<file path="src/rtl/edf_priority_queue_unit_defines.svh">
// assertion macros for the edf priority queue unit
`ifndef EDF_PRIORITY_QUEUE_UNIT_DEFINES_SVH
`define EDF_PRIORITY_QUEUE_UNIT_DEFINES_SVH

`ifndef SYNTHESIS
`define EDFPQ_ASSERT_ALWAYS(lbl, cond) \
  lbl: assert property (@(posedge clk) disable iff (rst) (cond)) \
    else $error("edfpq check failed");
`define EDFPQ_ASSERT_SAME(lbl, ante, cons) \
  lbl: assert property (@(posedge clk) disable iff (rst) (ante) |-> (cons)) \
    else $error("edfpq check failed");
`define EDFPQ_ASSERT_NEXT(lbl, ante, cons) \
  lbl: assert property (@(posedge clk) disable iff (rst) (ante) |=> (cons)) \
    else $error("edfpq check failed");
`else
`define EDFPQ_ASSERT_ALWAYS(lbl, cond)
`define EDFPQ_ASSERT_SAME(lbl, ante, cons)
`define EDFPQ_ASSERT_NEXT(lbl, ante, cons)
`endif

`endif

</file>
<file path="src/rtl/edfpq_pkg.sv">
package edfpq_pkg;

  localparam int ID_W = 8;
  localparam int DL_W = 48;

  localparam logic OP_ADD    = 1'b0;
  localparam logic OP_FINISH = 1'b1;

  localparam logic [1:0] STATUS_OK        = 2'd0;
  localparam logic [1:0] STATUS_FULL      = 2'd1;
  localparam logic [1:0] STATUS_NOT_FOUND = 2'd2;

  typedef struct packed {
    logic            opcode;
    logic [ID_W-1:0] task_id;
    logic [DL_W-1:0] deadline;
  } cmd_t;

  typedef struct packed {
    logic [1:0]      status;
    logic            head_valid;
    logic [ID_W-1:0] head_id;
    logic [DL_W-1:0] head_deadline;
  } rsp_t;

  typedef struct packed {
    logic [ID_W-1:0] id;
    logic [DL_W-1:0] deadline;
  } entry_t;

  typedef enum logic [2:0] {
    ST_IDLE,
    ST_SCAN,
    ST_TAIL,
    ST_HEAD_RD,
    ST_RESP
  } state_t;

endpackage

</file>
<file path="src/rtl/edfpq_ram.sv">
module edfpq_ram #(
  parameter int DEPTH = 16
) (
  input  logic                     clk,
  input  logic                     we,
  input  logic [$clog2(DEPTH)-1:0] waddr,
  input  edfpq_pkg::entry_t        wdata,
  input  logic [$clog2(DEPTH)-1:0] raddr,
  output edfpq_pkg::entry_t        rdata
);

  edfpq_pkg::entry_t mem [DEPTH];

  always_ff @(posedge clk) begin
    if (we) begin
      mem[waddr] <= wdata;
    end
  end

  always_ff @(posedge clk) begin
    rdata <= mem[raddr];
  end

endmodule

</file>
<file path="src/rtl/edf_priority_queue_unit.sv">
// Earliest-deadline-first task queue holding up to DEPTH tasks in one
// single-port-read, single-port-write RAM, kept sorted with the head in slot 0.
// Pulse start with cmd while busy is low; busy then stays high until the
// result beat, which appears on result for exactly one cycle with done high
// and cannot be stalled. The walk reads one RAM entry per cycle and shifts
// entries with a read-ahead, then an add writes the tail, and the head is
// read back through ST_HEAD_RD and ST_RESP. A full add or a finish on an
// empty queue skips the walk and goes straight to the head read; an add to
// an empty queue skips it and goes to the tail write. No clearing pass after
// reset: only data from occupied slots is used.
`include "edf_priority_queue_unit_defines.svh"

module edf_priority_queue_unit #(
  parameter int DEPTH = 16
) (
  input  logic              clk,
  input  logic              rst,
  input  logic              start,
  input  edfpq_pkg::cmd_t   cmd,
  output logic              busy,
  output logic              done,
  output edfpq_pkg::rsp_t   result
);

  localparam int IW = $clog2(DEPTH);
  localparam int CW = $clog2(DEPTH + 1);

  edfpq_pkg::state_t state, state_next;
  logic [CW-1:0]     count, count_next;
  logic [IW-1:0]     k, k_next;
  logic              found, found_next;
  logic              op, op_next;
  logic [1:0]        status, status_next;
  edfpq_pkg::entry_t carry, carry_next;
  logic              done_next;
  edfpq_pkg::rsp_t   result_next;

  logic              we;
  logic [IW-1:0]     waddr;
  edfpq_pkg::entry_t wdata;
  logic [IW-1:0]     raddr;
  edfpq_pkg::entry_t rdata;

  logic last;
  logic goes_before;
  logic id_match;

  edfpq_ram #(.DEPTH(DEPTH)) u_ram (
    .clk   (clk),
    .we    (we),
    .waddr (waddr),
    .wdata (wdata),
    .raddr (raddr),
    .rdata (rdata)
  );

  assign last        = (CW'(k) + CW'(1)) == count;
  assign goes_before = (rdata.deadline > carry.deadline) ||
                       ((rdata.deadline == carry.deadline) && (rdata.id < carry.id));
  assign id_match    = rdata.id == carry.id;
  assign busy        = state != edfpq_pkg::ST_IDLE;

  always_ff @(posedge clk) begin
    if (rst) begin
      state <= edfpq_pkg::ST_IDLE;
      count <= '0;
      done  <= 1'b0;
    end else begin
      state <= state_next;
      count <= count_next;
      done  <= done_next;
    end
  end

  always_ff @(posedge clk) begin
    k      <= k_next;
    found  <= found_next;
    op     <= op_next;
    status <= status_next;
    carry  <= carry_next;
    result <= result_next;
  end

  always_comb begin
    state_next  = state;
    count_next  = count;
    k_next      = k;
    found_next  = found;
    op_next     = op;
    status_next = status;
    carry_next  = carry;
    done_next   = 1'b0;
    result_next = result;
    we          = 1'b0;
    waddr       = k;
    wdata       = carry;
    raddr       = '0;

    case (state)
      edfpq_pkg::ST_IDLE: begin
        if (start) begin
          op_next     = cmd.opcode;
          carry_next  = '{id: cmd.task_id, deadline: cmd.deadline};
          k_next      = '0;
          found_next  = 1'b0;
          status_next = edfpq_pkg::STATUS_OK;
          if (cmd.opcode == edfpq_pkg::OP_ADD && count == CW'(DEPTH)) begin
            status_next = edfpq_pkg::STATUS_FULL;
            state_next  = edfpq_pkg::ST_HEAD_RD;
          end else if (count == '0) begin
            if (cmd.opcode == edfpq_pkg::OP_ADD) begin
              state_next = edfpq_pkg::ST_TAIL;
            end else begin
              status_next = edfpq_pkg::STATUS_NOT_FOUND;
              state_next  = edfpq_pkg::ST_HEAD_RD;
            end
          end else begin
            state_next = edfpq_pkg::ST_SCAN;
          end
        end
      end

      edfpq_pkg::ST_SCAN: begin
        // rdata holds slot k; read ahead to slot k+1
        if (!last) begin
          raddr = k + IW'(1);
        end
        if (op == edfpq_pkg::OP_ADD) begin
          // once the insertion point is passed, ripple the carried entry down
          if (found || goes_before) begin
            we         = 1'b1;
            waddr      = k;
            wdata      = carry;
            carry_next = rdata;
            found_next = 1'b1;
          end
        end else begin
          if (found) begin
            we    = 1'b1;
            waddr = k - IW'(1);
            wdata = rdata;
          end else if (id_match) begin
            found_next = 1'b1;
          end
        end
        if (last) begin
          if (op == edfpq_pkg::OP_ADD) begin
            state_next = edfpq_pkg::ST_TAIL;
          end else begin
            if (found || id_match) begin
              count_next = count - CW'(1);
            end else begin
              status_next = edfpq_pkg::STATUS_NOT_FOUND;
            end
            state_next = edfpq_pkg::ST_HEAD_RD;
          end
        end else begin
          k_next = k + IW'(1);
        end
      end

      edfpq_pkg::ST_TAIL: begin
        we         = 1'b1;
        waddr      = count[IW-1:0];
        wdata      = carry;
        count_next = count + CW'(1);
        state_next = edfpq_pkg::ST_HEAD_RD;
      end

      edfpq_pkg::ST_HEAD_RD: begin
        raddr      = '0;
        state_next = edfpq_pkg::ST_RESP;
      end

      edfpq_pkg::ST_RESP: begin
        done_next          = 1'b1;
        result_next.status = status;
        if (count != '0) begin
          result_next.head_valid    = 1'b1;
          result_next.head_id       = rdata.id;
          result_next.head_deadline = rdata.deadline;
        end else begin
          result_next.head_valid    = 1'b0;
          result_next.head_id       = '0;
          result_next.head_deadline = '0;
        end
        state_next = edfpq_pkg::ST_IDLE;
      end

      default: begin
        state_next = edfpq_pkg::ST_IDLE;
      end
    endcase
  end

  `EDFPQ_ASSERT_ALWAYS(a_count_bound, count <= CW'(DEPTH))
  `EDFPQ_ASSERT_NEXT(a_accept_busy, start && !busy, busy)
  `EDFPQ_ASSERT_NEXT(a_done_single, done, !done)
  `EDFPQ_ASSERT_SAME(a_head_valid, done, result.head_valid == (count != '0))

endmodule
</file>
<file path="config.mk">
export PLATFORM = sky130hd
export DESIGN_NAME = edf_priority_queue_unit
export DESIGN_NICKNAME = d
export VERILOG_FILES = /design/src/rtl/edfpq_pkg.sv /design/src/rtl/edfpq_ram.sv /design/src/rtl/edf_priority_queue_unit.sv
export VERILOG_INCLUDE_DIRS = /design/src /design/src/rtl
export SDC_FILE = /design/constraint.sdc
export NUM_CORES = 2
export LEC_CHECK = 0
export BUFFER_PORTS_ARGS = -buffer_cell sky130_fd_sc_hd__clkbuf_2
export CORE_MARGIN = 8
export CORE_UTILIZATION = 45
export CTS_CLUSTER_SIZE = 10
export DETAILED_ROUTE_END_ITERATION = 6
export PLACE_DENSITY = 0.64
export SLEW_MARGIN = 25
export SYNTH_ARGS = -nofsm -noshare
export SYNTH_HDL_FRONTEND = slang
export SYNTH_HIERARCHICAL = 1
export SYNTH_SLANG_ARGS = --single-unit
</file>
<file path="constraint.sdc">
create_clock -name clk -period 9.5 [get_ports clk]
set_clock_uncertainty 0.05 [all_clocks]
set_input_delay 1.9 -clock clk [delete_from_list [all_inputs] [get_ports clk]]
set_output_delay 1.9 -clock clk [all_outputs]
set_load 0.05 [all_outputs]
</file>
Yosys cells after proc, flatten, opt, wreduce, memory -nomap -nowiden
Memories as Yosys holds them, arrays and structs flattened. A register that Yosys moved wholly into a read port is not among the register bits.
Cells that the tools add are included.
- add/sub/neg operators: 5
- $lt $le $gt $ge: 2
- eq/ne operators: 17
- muxes and demuxes: 48
- bitwise logic cells: 1
- reductions and logical operators: 18
- operators by type and width (operator ; count):
    56-bit two-way mux ; 6
    56-bit case mux with 2 select lines ; 1
    57-bit two-way mux ; 1
    48-bit == test ; 1
    48-bit > comparator ; 1
    4-bit two-way mux ; 6
    2-bit != test, second input constant ; 8
    4-bit case mux with 2 select lines ; 2
    5-bit two-way mux ; 3
    2-bit two-way mux ; 7
    1-bit two-way mux ; 13
    3-bit two-way mux ; 4
    3-bit case mux with 4 select lines ; 1
    5-bit case mux with 2 select lines ; 1
    8-bit == test ; 1
    8-bit < comparator ; 1
    4-bit AND reduction ; 2
    3-bit by 2-bit == test with 1-bit output, second input constant ; 2
    3-bit AND reduction ; 2
    4-bit by 1-bit adder with 5-bit output, second input constant ; 1
    5-bit by 1-bit adder with 5-bit output, second input constant ; 1
    5-bit == test ; 1
    5-bit == test, second input constant ; 1
    5-bit logical NOT ; 1
    other kinds (17) ; 23
- register bits: 132
- bits in writable memories: 896
- input bits: 60
- logic and storage cells: 105
- memories: 1
- memory list (name ; depth ; width ; read ports ; clocked after Yosys merged registers in ; wr ports ; line ; RTL):
    u_ram.mem ; 16 ; 56 ; 1 ; 1 ; 1 ; edfpq_ram.sv:12 ; edfpq_pkg::entry_t mem [DEPTH];

Depth between registers and ports, before layout
- depth in word-level cells: 9
- gate-level depth with buffers: 13

Modules after synthesis
Netlist, hierarchy kept.
- by module, submodules not included (module ; times used ; cells an instance ; area each (sq um) ; seq. area each (sq um)):
    edfpq_ram ; 1 ; 1445 ; 34678.3 ; 28026.9
    edf_priority_queue_unit ; 1 ; 821 ; 7762.4 ; 3873.7

Least setup slack after synthesis
Ideal clock, no wire load.
- path type: reg-to-reg
- start: register carry[50] in the netlist's numbering
- end: memory u_ram/mem[0][0] in the netlist's numbering, enable pin
- library setup time: 0.539 ns
- arrival: 6.234 ns
- required time: 8.911 ns
- slack: 2.677 ns
- stages on the path, launching flop included: 11
- buffers on the path: 0
- clock period less this slack: 6.823 ns
- cells stage by stage: edfxtp_1 > inv_1 > ha_1 > a21o_1 > a221o_1 > a221oi_1 > or4b_4 > nand2b_1 > o21ai_0 > or3b_2 > nor3_1
- word-level cells in the longest chain between the ends: 9
- ends and longest elaborated chain (what ; line ; RTL):
    start, declared ; edf_priority_queue_unit.sv:34 ; edfpq_pkg::entry_t carry, carry_next;
    start signal, assigned ; edf_priority_queue_unit.sv:80 ; carry <= carry_next;
    8-bit < comparator ; edf_priority_queue_unit.sv:59 ; ((rdata.deadline == carry.deadline) && (rdata.id < carry.id));
    1-bit logical AND ; edf_priority_queue_unit.sv:59 ;
    1-bit logical OR ; edf_priority_queue_unit.sv:58 ; assign goes_before = (rdata.deadline > carry.deadline) ||
    1-bit logical OR ; edf_priority_queue_unit.sv:130 ; if (found || goes_before) begin
    1-bit two-way mux ; edf_priority_queue_unit.sv:130 ;
    1-bit two-way mux ; edf_priority_queue_unit.sv:128 ; if (op == edfpq_pkg::OP_ADD) begin
    1-bit case mux with 2 select lines ; edf_priority_queue_unit.sv:99 ; case (state)
    net we ; edf_priority_queue_unit.sv:38 ; logic we;
    1-bit two-way mux ; edfpq_ram.sv:15 ; if (we) begin
    1-bit two-way mux (not written as such) ; edfpq_ram.sv:16 ; mem[waddr] <= wdata;
    end, declared ; edfpq_ram.sv:12 ;
The timed path passes the listed nets, and every way through them passes these cells.

Worst setup path after layout
- start: register carry[51] in the netlist's numbering
- end: memory u_ram/mem[14][15] in the netlist's numbering, enable pin
Same word-level chain as after synthesis.

==> out/metrics.yaml <==
critical_path:
  path_class: "register to register"
  cp-start-kind: "register"
  required_ns: 9.75
  arrival_ns: 5.40
  regToRegSetupSlack_ns: 4.34
  critPathMaxFanout: 37
  timing.rr.start: "carry[51]"
  reg2reg_depth: 11
  worst_setup_path_end_kind: "register"
  worstReg2RegEnd: "u_ram/mem[14][15]"
clocking:
  post-cts-setup-buffers: 0
  cts.clk_slew.worst_paths_ns: 0.06
  htree_levels: 3
  clock_latency_ns: 0.69
  cts_num_sinks: 1084
  cts_hold_buf: 0
  cts-root-buf: "clkbuf_16"
  cts_tree: "done"
  cts_made_buffers: 120
  cts_resized: 0
  cts_buffer_depth: 3
cells_and_area:
  diodes: 0
  final_cell_area_sq_um: 48400
  final_cell_mix: "edfxtp_1 (1019), nand2_1 (297), mux4_2 (224), clkbuf_16 (121), clkbuf_2 (120)"
  area_delta_synth_final_pct: 14.0
  nets: 2597
  drive_gt1_frac: 0.233
  final_common_cell: "edfxtp_1"
  fillers: 7448
  final-seq-area_sq_um: 31900
  multi_input_area_sq_um: 9910
yosys:
  synth_top_area_frac: 0.721
  yosys_register_bits: 1084
  yosysTopAreaCell: "edfxtp_1"
  postSynthCellCount: 2266
  avgSynthCellArea_sq_um: 18.7
  ys.flop_type: "edfxtp_1"
  syn-cell-area_sq_um: 42400
  synth_cell_types: 60
  postSynth.asyncResetShare: 0
  synth_area_leaders: "edfxtp_1 (72%), mux4_2 (12%), dfxtp_1 (3.1%)"
  synthesis.nets: 2391
  ys_seq_area_frac: 0.752
  yosys_warnings: 6
  synth_enable_flop_cells: 1019
place:
  gp_congestion: 0.779
  hpwlAfterDp_microns: 51900
  placed_cell_area_sq_um: 44800
  place_ws_ns: 4.27
  io_buffers: 120
drt:
  final_antenna_net_count: 0
  firstDrtPassIters: 5
  vias: 21800
  drt-total-wl_microns: 98800
  first_iter_violations: 2159
  vias_per_cell: 5.70
  drc_errors: 0
  wl_per_cell_microns: 25.8
sta:
  rsz0062_at_grt: "no"
  setup_viol: 0
  max_freq_mhz: 194
  max_slew_margin: 0.152
  setup_slack_ns: 4.34
  final.period_utilization: 0.543
  slew_viol_final: 0
  worstMarginPinSlew_ns: 1.27
  setup_tns_ns: 0
  worst_hold_slack_ns: 0.372
  hold_violations: 0
  finalCriticalPeriod_ns: 5.16
worst_hold_path:
  holdPathStages: 0
  hold_class: "register to register"
  hold-path-endpoint: "result[57]"
  hp-start: "status[0]"
pwr:
  p_total_mw: 15.9
  p_leak_nw: 16.0
  powerDensity_nw_per_um2: 329
  vdd.ir_drop.worst_mv: 0.240
global_route:
  antenna_found_initial: 0
  track_usage: 0.189
  grt_pass1_vias: 22800
  grt_pass1_wl_microns: 147000
  grt_max_degree: 144
  grt-ovfl-total: 0
floorplan:
  num_rows: 112
  die_w_microns: 323
  die_y_microns: 323
  dieArea_sq_um: 104000
  io_pins: 121
  start_util: 0.454
  coreArea_sq_um: 93500
run_status:
  outcome: "finished clean"
flow_run:
  max_cap_violations: 0
[layout make-up]
class                      count  share of cell area
clock inverter                 7             0.00186
clock buffer                 220              0.0711
tap                         1254              0.0324
multi-input combinational   1002               0.205
inverter                      69             0.00536
sequential                  1084               0.660
timing repair buffer         195              0.0247
[flip-flops by register name, summed over array words and instances (netlist names), 2 cells and up]
| register | cells |
|---|---|
| u_ram/mem | 896 |
| result | 59 |
| carry | 56 |
| u_ram/rdata | 56 |
| count | 5 |
| k | 4 |
| state | 3 |
| status | 2 |
[worst max-delay path: stages (launching register included)]
cell and delay [ns]:
edfxtp_1 0.36, inv_1 0.10, ha_1 0.24, and3_1 0.23
a221o_1 0.36, a221oi_1 0.69, or4b_4 0.28, nand2b_1 0.06
o21ai_0 0.37, nand3_1 0.38, nor2_4 0.84, buf_4 0.75
[cell usage after synthesis (2+ instances only)]
library cell and count:
nor3_1 8, nand3_1 5, nor4_1 3, a31oi_1 3, nor2_1 38, o31ai_1 2, nor3b_4 2, and3_1 5
buf_2 13, nor2b_1 4, ha_1 64, buf_4 6, a221o_1 3, buf_6 17, o21ai_0 68, or3_1 2
mux4_2 224, nand3b_1 3, a21o_1 10, clkbuf_1 73, mux2i_1 2, xnor2_1 6, a21oi_1 31, dfxtp_1 65
a22oi_1 113, inv_1 69, o22a_1 2, a221oi_1 3, a211oi_1 4, buf_1 2, or4_1 2, nand2_1 298
nand4_1 11, and2_1 55, o21a_1 2, mux2_2 2, nand2b_1 5, edfxtp_1 1019
[per-stage QoR]
step	instances	util
2_1_floorplan	2266	-
3_3_place_gp	3602	0.479
3_5_place_dp	3604	0.479
4_1_cts	3831	0.517
5_1_grt	3831	0.517
6_report	3831	0.517
[where the power goes]
part	total (mW)	leakage [nW]	switching, mW	internal [mW]
combinational	4.65	4.58	2.98	1.67
clock	4.18	1.68	1.77	2.42
sequential	7.08	9.78	0.308	6.77
total	15.9	16.0	5.06	10.9
[logic make-up (layout without fill, tap and decap cells)]
logic type | after synthesis | count (layout) | share of synthesized area
mux | 228 | 228 | 0.120
buf+inv | 180 | 491 | 0.0198
compound gates | 250 | 250 | 0.0393
xor+xnor | 9 | 9 | 0.00236
fa+ha+maj | 65 | 65 | 0.0193
simple gates | 450 | 450 | 0.0476
flops | 1084 | 1084 | 0.752
[per-layer routing]
layer  vias to the layer above  part of all wire  global-route usage
met5                         -                 0                   0
met4                         0             0.020              0.0503
met3                       140             0.063              0.0262
met2                       762              0.49               0.314
met1                     11500              0.42               0.263
li1                       9415                 -                   -
[how the worst max path moves through the flow]
stage | from | endpoint | slack [ns] | cells after the start
after floorplan | carry[50] | u_ram/mem[0][0] | 2.68 | 10
after global placement | state[0] | u_ram/rdata[28] | 4.30 | 9
after detailed placement | state[0] | u_ram/rdata[28] | 4.27 | 9
after CTS | state[0] | u_ram/rdata[28] | 4.23 | 9
after global routing | state[0] | u_ram/rdata[4] | 3.97 | 9
final | carry[51] | u_ram/mem[14][15] | 4.34 | 11
No activity file was read; power rests on OpenSTA's default activity.
